$ cat config.mk
export PLATFORM = sky130hd
export DESIGN_NAME = register_write_slot_table_lru_flat
export DESIGN_NICKNAME = d
export VERILOG_FILES = /design/src/hw/rtl/rwst_pkg.sv /design/src/hw/rtl/rwst_if.sv /design/src/hw/rtl/register_write_slot_table_lru.sv /design/src/hw/rtl/rwst_table.sv /design/src/hw/rtl/rwst_pick.sv /design/src/flat_wrapper.sv
export SDC_FILE = /design/constraint.sdc
export NUM_CORES = 2
export LEC_CHECK = 0
export BUFFER_PORTS_ARGS = -buffer_cell sky130_fd_sc_hd__buf_2
export CORE_MARGIN = 10
export CORE_UTILIZATION = 50
export CTS_CLUSTER_DIAMETER = 150
export DETAILED_ROUTE_END_ITERATION = 6
export GPL_TIMING_DRIVEN = 0
export PLACE_DENSITY_LB_ADDON = 0.12
export SYNTH_ARGS = -nofsm -noshare
export SYNTH_HDL_FRONTEND = slang
export SYNTH_SLANG_ARGS = --single-unit
$ cat constraint.sdc
create_clock -name clk -period 42.4 [get_ports clk]
set_input_delay 6.36 -clock clk [delete_from_list [all_inputs] [get_ports clk]]
set_output_delay 6.36 -clock clk [all_outputs]
set_load 0.02 [all_outputs]
$ cat src/hw/rtl/rwst_pkg.sv
`default_nettype none

package rwst_pkg;

	localparam int ADDR_W  = 16;
	localparam int VALUE_W = 16;
	localparam int TIME_W  = 48;
	localparam int SLOT_W  = 3;
	localparam int COUNT_W = 32;

	typedef enum logic [0:0] {
		ACT_RECORD = 1'b0,
		ACT_READ   = 1'b1
	} action_t;

	typedef enum logic [1:0] {
		OUT_HIT   = 2'd0,
		OUT_FREE  = 2'd1,
		OUT_EVICT = 2'd2,
		OUT_READ  = 2'd3
	} outcome_t;

	typedef struct packed {
		action_t             action;
		logic [ADDR_W-1:0]   reg_address;
		logic [VALUE_W-1:0]  reg_value;
		logic [TIME_W-1:0]   time_ms;
		logic [SLOT_W-1:0]   read_slot;
	} req_t;

	typedef struct packed {
		logic [SLOT_W-1:0]   slot;
		outcome_t            outcome;
		logic [ADDR_W-1:0]   evicted_address;
		logic                slot_valid;
		logic [ADDR_W-1:0]   slot_address;
		logic [VALUE_W-1:0]  slot_value;
		logic [TIME_W-1:0]   slot_time_ms;
		logic [COUNT_W-1:0]  write_count;
	} rsp_t;

endpackage

`default_nettype wire

$ cat src/hw/rtl/rwst_if.sv
`default_nettype none

interface rwst_req_if;
	import rwst_pkg::*;

	logic valid;
	logic ready;
	req_t data;

	modport source (output valid, output data, input ready);
	modport sink   (input valid, input data, output ready);
endinterface

interface rwst_rsp_if;
	import rwst_pkg::*;

	logic valid;
	logic ready;
	rsp_t data;

	modport source (output valid, output data, input ready);
	modport sink   (input valid, input data, output ready);
endinterface

`default_nettype wire

$ cat src/hw/rtl/register_write_slot_table_lru.sv
// Register write slot table with least-recently-written replacement.
//
// req channel (sink): one request per handshake. A record request stores
// reg_address / reg_value / time_ms in a slot: the slot already holding the
// address, else the lowest free slot, else the slot with the oldest timestamp
// (lowest index on a tie). A read request reports slot read_slot.
// rsp channel (source): exactly one response per request, in order, with the
// slot used, the outcome code, the evicted address and the slot contents
// after the request, plus the wrapping count of recorded writes.
//
// Path: a request waits in the request register, and its response is taken
// into the response register as it leaves the stage. Throughput: one request
// per cycle while rsp is not stalled; the lookup, free search and timestamp
// min tree run in the single stage between the request and response registers.
// Reset: all slots invalid, write count zero, both channels empty.
// Stall: while rsp is stalled the request register still fills once, then
// req.ready drops until the response is taken.
`default_nettype none

module register_write_slot_table_lru #(
	parameter int SLOT_COUNT = 8
) (
	input  logic       clk,
	input  logic       arst_n,
	rwst_req_if.sink   req,
	rwst_rsp_if.source rsp
);
	import rwst_pkg::*;

	localparam int IDX_W = $clog2(SLOT_COUNT);

	// request stage
	logic valid_s1;
	req_t req_s1;

	// response register
	logic rsp_valid_q;
	rsp_t rsp_q;
	rsp_t rsp_d;

	logic [COUNT_W-1:0] count_q;

	logic advance;
	logic do_record;
	logic rd_in_range;

	// table interface
	logic               rd_valid;
	logic [ADDR_W-1:0]  rd_address;
	logic [VALUE_W-1:0] rd_value;
	logic [TIME_W-1:0]  rd_time;
	logic [IDX_W-1:0]   rd_idx;
	logic               entry_valid   [SLOT_COUNT];
	logic [ADDR_W-1:0]  entry_address [SLOT_COUNT];
	logic [TIME_W-1:0]  entry_time    [SLOT_COUNT];

	outcome_t         pick_outcome;
	logic [IDX_W-1:0] pick_idx;

	// stage moves on when the response register is empty or being drained
	assign advance   = valid_s1 && (!rsp_valid_q || rsp.ready);
	assign do_record = advance && req_s1.action == ACT_RECORD;
	assign req.ready = !valid_s1 || advance;

	always_ff @(posedge clk or negedge arst_n) begin
		if (!arst_n) begin
			valid_s1 <= 1'b0;
		end else if (req.ready) begin
			valid_s1 <= req.valid;
		end
	end

	always_ff @(posedge clk) begin
		if (req.valid && req.ready) begin
			req_s1 <= req.data;
		end
	end

	rwst_pick #(
		.SLOT_COUNT(SLOT_COUNT)
	) u_pick (
		.address       (req_s1.reg_address),
		.entry_valid   (entry_valid),
		.entry_address (entry_address),
		.entry_time    (entry_time),
		.outcome       (pick_outcome),
		.idx           (pick_idx)
	);

	// the single read port serves the read request or the victim's old address
	assign rd_idx = (req_s1.action == ACT_READ) ? IDX_W'(req_s1.read_slot) : pick_idx;
	assign rd_in_range = 32'(req_s1.read_slot) < SLOT_COUNT;

	// table write lands on the same edge the request leaves the stage, so the
	// next request already sees it
	rwst_table #(
		.SLOT_COUNT(SLOT_COUNT)
	) u_table (
		.clk           (clk),
		.arst_n        (arst_n),
		.wr_en         (do_record),
		.wr_idx        (pick_idx),
		.wr_address    (req_s1.reg_address),
		.wr_value      (req_s1.reg_value),
		.wr_time       (req_s1.time_ms),
		.rd_idx        (rd_idx),
		.rd_valid      (rd_valid),
		.rd_address    (rd_address),
		.rd_value      (rd_value),
		.rd_time       (rd_time),
		.entry_valid   (entry_valid),
		.entry_address (entry_address),
		.entry_time    (entry_time)
	);

	always_comb begin
		rsp_d             = '0;
		rsp_d.write_count = count_q;
		if (req_s1.action == ACT_READ) begin
			rsp_d.slot    = req_s1.read_slot;
			rsp_d.outcome = OUT_READ;
			// slots past the table, and empty slots, report as all zero
			if (rd_in_range && rd_valid) begin
				rsp_d.slot_valid   = 1'b1;
				rsp_d.slot_address = rd_address;
				rsp_d.slot_value   = rd_value;
				rsp_d.slot_time_ms = rd_time;
			end
		end else begin
			rsp_d.slot    = SLOT_W'(pick_idx);
			rsp_d.outcome = pick_outcome;
			if (pick_outcome == OUT_EVICT) begin
				rsp_d.evicted_address = rd_address;
			end
			// contents after the write are the request itself
			rsp_d.slot_valid   = 1'b1;
			rsp_d.slot_address = req_s1.reg_address;
			rsp_d.slot_value   = req_s1.reg_value;
			rsp_d.slot_time_ms = req_s1.time_ms;
			rsp_d.write_count  = count_q + COUNT_W'(1);
		end
	end

	always_ff @(posedge clk or negedge arst_n) begin
		if (!arst_n) begin
			count_q <= '0;
		end else if (do_record) begin
			count_q <= count_q + COUNT_W'(1);
		end
	end

	always_ff @(posedge clk or negedge arst_n) begin
		if (!arst_n) begin
			rsp_valid_q <= 1'b0;
		end else if (advance) begin
			rsp_valid_q <= 1'b1;
		end else if (rsp.ready) begin
			rsp_valid_q <= 1'b0;
		end
	end

	always_ff @(posedge clk) begin
		if (advance) begin
			rsp_q <= rsp_d;
		end
	end

	assign rsp.valid = rsp_valid_q;
	assign rsp.data  = rsp_q;

`ifndef SYNTHESIS
	a_record_valid: assert property (@(posedge clk) disable iff (!arst_n)
		rsp.valid && rsp.data.outcome != OUT_READ |-> rsp.data.slot_valid)
		else $error("record response without a valid slot");

	a_evict_only: assert property (@(posedge clk) disable iff (!arst_n)
		rsp.valid && rsp.data.outcome != OUT_EVICT |-> rsp.data.evicted_address == '0)
		else $error("evicted address set without an eviction");

	a_count_step: assert property (@(posedge clk) disable iff (!arst_n)
		do_record |=> count_q == $past(count_q) + COUNT_W'(1))
		else $error("write count did not step on a record");

	a_slot_filled: assert property (@(posedge clk) disable iff (!arst_n)
		do_record |=> entry_valid[$past(pick_idx)])
		else $error("recorded slot not marked valid");

	a_stall_cause: assert property (@(posedge clk) disable iff (!arst_n)
		!req.ready |-> valid_s1 && rsp_valid_q && !rsp.ready)
		else $error("request side stalled without a full pipeline");
`endif

endmodule

`default_nettype wire

$ cat src/hw/rtl/rwst_table.sv
`default_nettype none

module rwst_table #(
	parameter int SLOT_COUNT = 8,
	localparam int IDX_W = $clog2(SLOT_COUNT)
) (
	input  logic                          clk,
	input  logic                          arst_n,
	input  logic                          wr_en,
	input  logic [IDX_W-1:0]              wr_idx,
	input  logic [rwst_pkg::ADDR_W-1:0]   wr_address,
	input  logic [rwst_pkg::VALUE_W-1:0]  wr_value,
	input  logic [rwst_pkg::TIME_W-1:0]   wr_time,
	input  logic [IDX_W-1:0]              rd_idx,
	output logic                          rd_valid,
	output logic [rwst_pkg::ADDR_W-1:0]   rd_address,
	output logic [rwst_pkg::VALUE_W-1:0]  rd_value,
	output logic [rwst_pkg::TIME_W-1:0]   rd_time,
	output logic                          entry_valid [SLOT_COUNT],
	output logic [rwst_pkg::ADDR_W-1:0]   entry_address [SLOT_COUNT],
	output logic [rwst_pkg::TIME_W-1:0]   entry_time [SLOT_COUNT]
);
	import rwst_pkg::*;

	logic               valid_q   [SLOT_COUNT];
	logic [ADDR_W-1:0]  address_q [SLOT_COUNT];
	logic [VALUE_W-1:0] value_q   [SLOT_COUNT];
	logic [TIME_W-1:0]  time_q    [SLOT_COUNT];

	always_ff @(posedge clk or negedge arst_n) begin
		if (!arst_n) begin
			for (int i = 0; i < SLOT_COUNT; i++) begin
				valid_q[i] <= 1'b0;
			end
		end else if (wr_en) begin
			valid_q[wr_idx] <= 1'b1;
		end
	end

	// contents are only looked at behind the valid bit
	always_ff @(posedge clk) begin
		if (wr_en) begin
			address_q[wr_idx] <= wr_address;
			value_q[wr_idx]   <= wr_value;
			time_q[wr_idx]    <= wr_time;
		end
	end

	assign rd_valid   = valid_q[rd_idx];
	assign rd_address = address_q[rd_idx];
	assign rd_value   = value_q[rd_idx];
	assign rd_time    = time_q[rd_idx];

	assign entry_valid   = valid_q;
	assign entry_address = address_q;
	assign entry_time    = time_q;

endmodule

`default_nettype wire

$ cat src/hw/rtl/rwst_pick.sv
`default_nettype none

module rwst_pick #(
	parameter int SLOT_COUNT = 8,
	localparam int IDX_W = $clog2(SLOT_COUNT)
) (
	input  logic [rwst_pkg::ADDR_W-1:0]  address,
	input  logic                         entry_valid [SLOT_COUNT],
	input  logic [rwst_pkg::ADDR_W-1:0]  entry_address [SLOT_COUNT],
	input  logic [rwst_pkg::TIME_W-1:0]  entry_time [SLOT_COUNT],
	output rwst_pkg::outcome_t           outcome,
	output logic [IDX_W-1:0]             idx
);
	import rwst_pkg::*;

	localparam int LEAVES = 1 << IDX_W;
	localparam int NODES  = 2 * LEAVES - 1;

	logic             any_hit;
	logic             any_free;
	logic [IDX_W-1:0] hit_idx;
	logic [IDX_W-1:0] free_idx;

	// heap-ordered min tree: node n has children 2n+1 and 2n+2
	logic              node_ok   [NODES];
	logic [TIME_W-1:0] node_time [NODES];
	logic [IDX_W-1:0]  node_idx  [NODES];

	always_comb begin
		any_hit  = 1'b0;
		any_free = 1'b0;
		hit_idx  = '0;
		free_idx = '0;
		for (int i = SLOT_COUNT - 1; i >= 0; i--) begin
			if (entry_valid[i] && entry_address[i] == address) begin
				any_hit = 1'b1;
				hit_idx = IDX_W'(i);
			end
			if (!entry_valid[i]) begin
				any_free = 1'b1;
				free_idx = IDX_W'(i);
			end
		end
	end

	for (genvar i = 0; i < LEAVES; i++) begin : g_leaf
		if (i < SLOT_COUNT) begin : g_used
			assign node_ok[LEAVES-1+i]   = 1'b1;
			assign node_time[LEAVES-1+i] = entry_time[i];
			assign node_idx[LEAVES-1+i]  = IDX_W'(i);
		end else begin : g_pad
			assign node_ok[LEAVES-1+i]   = 1'b0;
			assign node_time[LEAVES-1+i] = '0;
			assign node_idx[LEAVES-1+i]  = '0;
		end
	end

	// left child always covers lower indices, so right wins only when strictly older
	for (genvar n = 0; n < LEAVES - 1; n++) begin : g_node
		logic take_right;
		assign take_right  = node_ok[2*n+2] &&
			(!node_ok[2*n+1] || node_time[2*n+2] < node_time[2*n+1]);
		assign node_ok[n]   = node_ok[2*n+1] || node_ok[2*n+2];
		assign node_time[n] = take_right ? node_time[2*n+2] : node_time[2*n+1];
		assign node_idx[n]  = take_right ? node_idx[2*n+2] : node_idx[2*n+1];
	end

	always_comb begin
		if (any_hit) begin
			outcome = OUT_HIT;
			idx     = hit_idx;
		end else if (any_free) begin
			outcome = OUT_FREE;
			idx     = free_idx;
		end else begin
			outcome = OUT_EVICT;
			idx     = node_idx[0];
		end
	end

endmodule

`default_nettype wire
$ cat src/flat_wrapper.sv
// flat-port wrapper written by rule: the top's interface ports become plain ports
module register_write_slot_table_lru_flat import rwst_pkg::*;
#(
	parameter int SLOT_COUNT = 8
)
  (clk, arst_n, req_valid, req_data, req_ready, rsp_valid, rsp_data, rsp_ready);
  rwst_req_if req_i ();
  rwst_rsp_if rsp_i ();
  input  logic clk;
  input  logic arst_n;
  input wire logic [$bits(req_i.valid)-1:0] req_valid;
  input wire logic [$bits(req_i.data)-1:0] req_data;
  output wire logic [$bits(req_i.ready)-1:0] req_ready;
  output wire logic [$bits(rsp_i.valid)-1:0] rsp_valid;
  output wire logic [$bits(rsp_i.data)-1:0] rsp_data;
  input wire logic [$bits(rsp_i.ready)-1:0] rsp_ready;
  assign req_i.valid = req_valid;
  assign req_i.data = req_data;
  assign req_ready = req_i.ready;
  assign rsp_valid = rsp_i.valid;
  assign rsp_data = rsp_i.data;
  assign rsp_i.ready = rsp_ready;
  register_write_slot_table_lru #(.SLOT_COUNT(SLOT_COUNT)) u_core (.clk(clk), .arst_n(arst_n), .req(req_i), .rsp(rsp_i));
endmodule
==> flow_summary.ini <==
[sta]
timing.fmax_ghz = 0.05590
finalSetupTns_ns = 0
maxSlewHeadroom = -0.02065
worst_pin_slew_ns = 1.517
skew_ns = 0.04955
rsz0062_at_grt = false
timing.hold.ws_ns = 0.4976
hold_viol = 0
finalCriticalPeriod_ns = 17.89
setup_viol = 0
slew_viol_final = 15
finalCritPeriodShare = 0.4219
setup_ws_ns = 24.51

[yosys]
postSynth.asyncResetShare = 0.04667
synthesis.area_um2 = 48490
ys_ff_latch = 900
synth_edf_count = 858
synth.avg_cell_area_um2 = 11.31
synth_cell_type_count = 83
syn_inst = 4286
syn_nets = 4704
synthSimpleGateAreaFrac = 0.1178
synth_mux_area_frac = 0.02880
synth_top_family_by_area = compound AO/OA/AOI/OAI gates
ys_seq_area_frac = 0.5530
synth-main-ff-cell = edfxtp_1
synth-compound-area-share = 0.1359
synthAdderAreaFrac = 0.08515
synth_xor_area_frac = 0.03450
yosys_warnings = 0

[placement]
portBuffers = 223
dp.final_hpwl_um = 125700
dpl.cell_count = 5843
gp_congestion = 0.9908
dpl_worst_slack_ns = 25.32

[setup_path]
required_ns = 42.77
crit_path_frequent_cell = clkbuf_1
critPathLaunchType = flip-flop
worstReg2RegStart = u_core.u_table.entry_time[137]
end_kind = flip-flop
cp_slowest_cell = clkbuf_1
startpoint = u_core.u_table.entry_time[137]
cp.arrival_ns = 18.26
critPathMaxFanout = 10
slowest_delay_ns = 1.15
path_class = flip-flop to flip-flop

[floorplanning]
rows = 114
die_h_um = 331.4
die_w_um = 331.4
start_util = 0.5029
die_area_um2 = 109800
core_um2 = 96420
ios = 224

[grt]
track_usage = 0.2941
grt_pass1_vias = 36530
grt_max_degree = 69
antenna_found_initial = 6
grt_overflow_total = 0
grt_pass1_wl_um = 244200

[cells_and_area]
final_cells = 6029
synthToLayoutAreaGrowth_pct = 14.26
diodes = 0
drive_above_1_share = 0.1239
final_net_count = 5087

[outcome]
violations = max-capacitance violations, max-slew violations
status = complete, but fails checks

[clock_network]
clock-sinks = 900
clock_latency_ns = 0.73
cts_made_buffers = 100
cts_root_buf = clkbuf_16
cts_tree = done
h-tree-depth = 3
post_cts_buffers = 0
holdBufCountCts = 0
clk_pin_slew_ns = 0.06
clock_path_buffers = 3
cts_resized = 0

[pwr]
power_mw = 3.263
clkPwrFrac = 0.270
p_per_area_nw_per_um2 = 58.89
p_int_mw = 1.980
ir_worst_vdd_v = 0.00004529
power.switching_mw = 1.284
p_comb_frac = 0.374
p_leak_nw = 21.42
pwr-share-seq = 0.356
switching_share = 0.3934

[drt]
via_count = 37810
drtIter0Drc = 5113
vias_per_cell = 6.271
ant_nets = 0
first_pass_iters = 6
post-route-drc-count = 0
wire_per_inst_um = 27.83
wl_um = 167800

[min_path]
worstHoldPathType = flip-flop to flip-flop
min_from = u_core.count_q[31]

[run]
drv_cap = 3
## per-stage QoR
| step | instance area [um2] | utilization |
|---|---|---|
| after global placement | 51200 | 0.5310 |
| final | 55410 | 0.5746 |
| after CTS | 55410 | 0.5746 |
| after floorplan | 48490 | - |
| after detailed placement | 52090 | 0.5403 |
| after global routing | 55410 | 0.5746 |
## area by class of cell
type                       count  area, um2
clock inverter                67      699.4
sequential                   900      26820
clock buffer                 119       2616
timing repair buffer         281       1937
tap                         1276       1597
buffer                       258       1101
fill                        8257      41010
inverter                     287       1082
multi-input combinational   2841      19560
## layer usage
layer,track usage,vias to the layer above,share of wire
met5,0,-,0.000077
met3,0.07359,320,0.11
met4,0.1101,2,0.037
met1,0.4162,18430,0.42
met2,0.4318,2108,0.43
li1,-,16950,-
## placed cells by master, fill, tap and decap left out, types with 9 or more instances in the layout
cell type   instances
xnor2_1            94
nand2_1           374
or2_2              13
nand2b_1           19
buf_12             13
ha_1              330
inv_1             282
a211oi_1           72
bufinv_16           9
dfrtp_1            42
clkbuf_16         102
nand3_1           300
mux2_2             34
and3_1             12
clkinv_1           20
clkinvlp_4         10
nor3_1             32
a311o_1            48
nor4_1             26
o2111ai_1          33
o21ai_0           245
clkinv_2           16
nor2_1            238
buf_1              16
a311oi_1           68
o211ai_1          135
buf_2             294
buf_6              38
edfxtp_1          858
a21oi_1           197
clkbuf_1          179
o21a_1             56
mux2i_1            99
xor2_1             97
a21o_1             40
o21ai_1             9
a221oi_1           14
and4_1             10
nand4_1           121
## cells in the mapped netlist, types with 40 or more instances
library cell	instances	area, um2
edfxtp_1	858	25760
nand2_1	374	1404
ha_1	330	4129
nand3_1	300	1501
inv_1	283	1062
o21ai_0	245	1226
nor2_1	242	908.4
a21oi_1	197	986.0
clkbuf_1	164	615.6
o211ai_1	135	1013
nand4_1	121	757.0
mux2i_1	99	991.0
xor2_1	97	849.6
xnor2_1	94	823.3
a211oi_1	72	540.5
buf_2	71	355.3
a311oi_1	68	595.6
o21a_1	56	420.4
a311o_1	48	480.5
dfrtp_1	42	1051
a21o_1	40	300.3
## state kept, by name (all words and copies together) (netlist names)
register,cells
u_core.count_q,32
u_core.req_s1,84
u_core.rsp.data,134
u_core.rsp.valid,1
u_core.u_table.entry_address,128
u_core.u_table.entry_time,384
u_core.u_table.entry_valid,8
u_core.u_table.value_q,128
u_core.valid_s1,1
## power groups by stage
stage	combinational (mW)	sequential (mW)	clock [mW]
finish	1.22	1.16	0.882
floorplan	0.696	1.20	0
global placement	1.14	1.20	0
detailed placement	1.18	1.18	0
global route	1.30	1.17	0.929
CTS	1.19	1.16	0.891
## final timing paths
path	cells past startpoint	endpoint	slack, ns
max reg2reg	35	u_core.rsp.data[79]	24.51
min reg2reg	1	u_core.count_q[31]	0.50
max in group asynchronous	1	u_core.count_q[26]	35.96
min	1	u_core.count_q[31]	0.50
max	35	u_core.rsp.data[79]	24.51
min in group asynchronous	1	u_core.count_q[2]	5.80
## cell families after synthesis
group                    count (synthesis)
AND/OR/NAND/NOR                       1207
flip-flops                             900
multiplexers                           134
adder cells (fa/ha/maj)                330
XOR/XNOR                               191
AO/OA/AOI/OAI                          979
buffers and inverters                  545
## critical path, delay by kind of cell, from the launching register on
family,cells,cell delay [ns]
DFF,1,0.42
and+or+nand+nor,10,3.27
AOI/OAI and AO/OA,12,5.64
muxes,2,0.70
adders and majority gates,3,1.04
buffers and inverters,8,6.38
(Power assumes the default switching activity.)
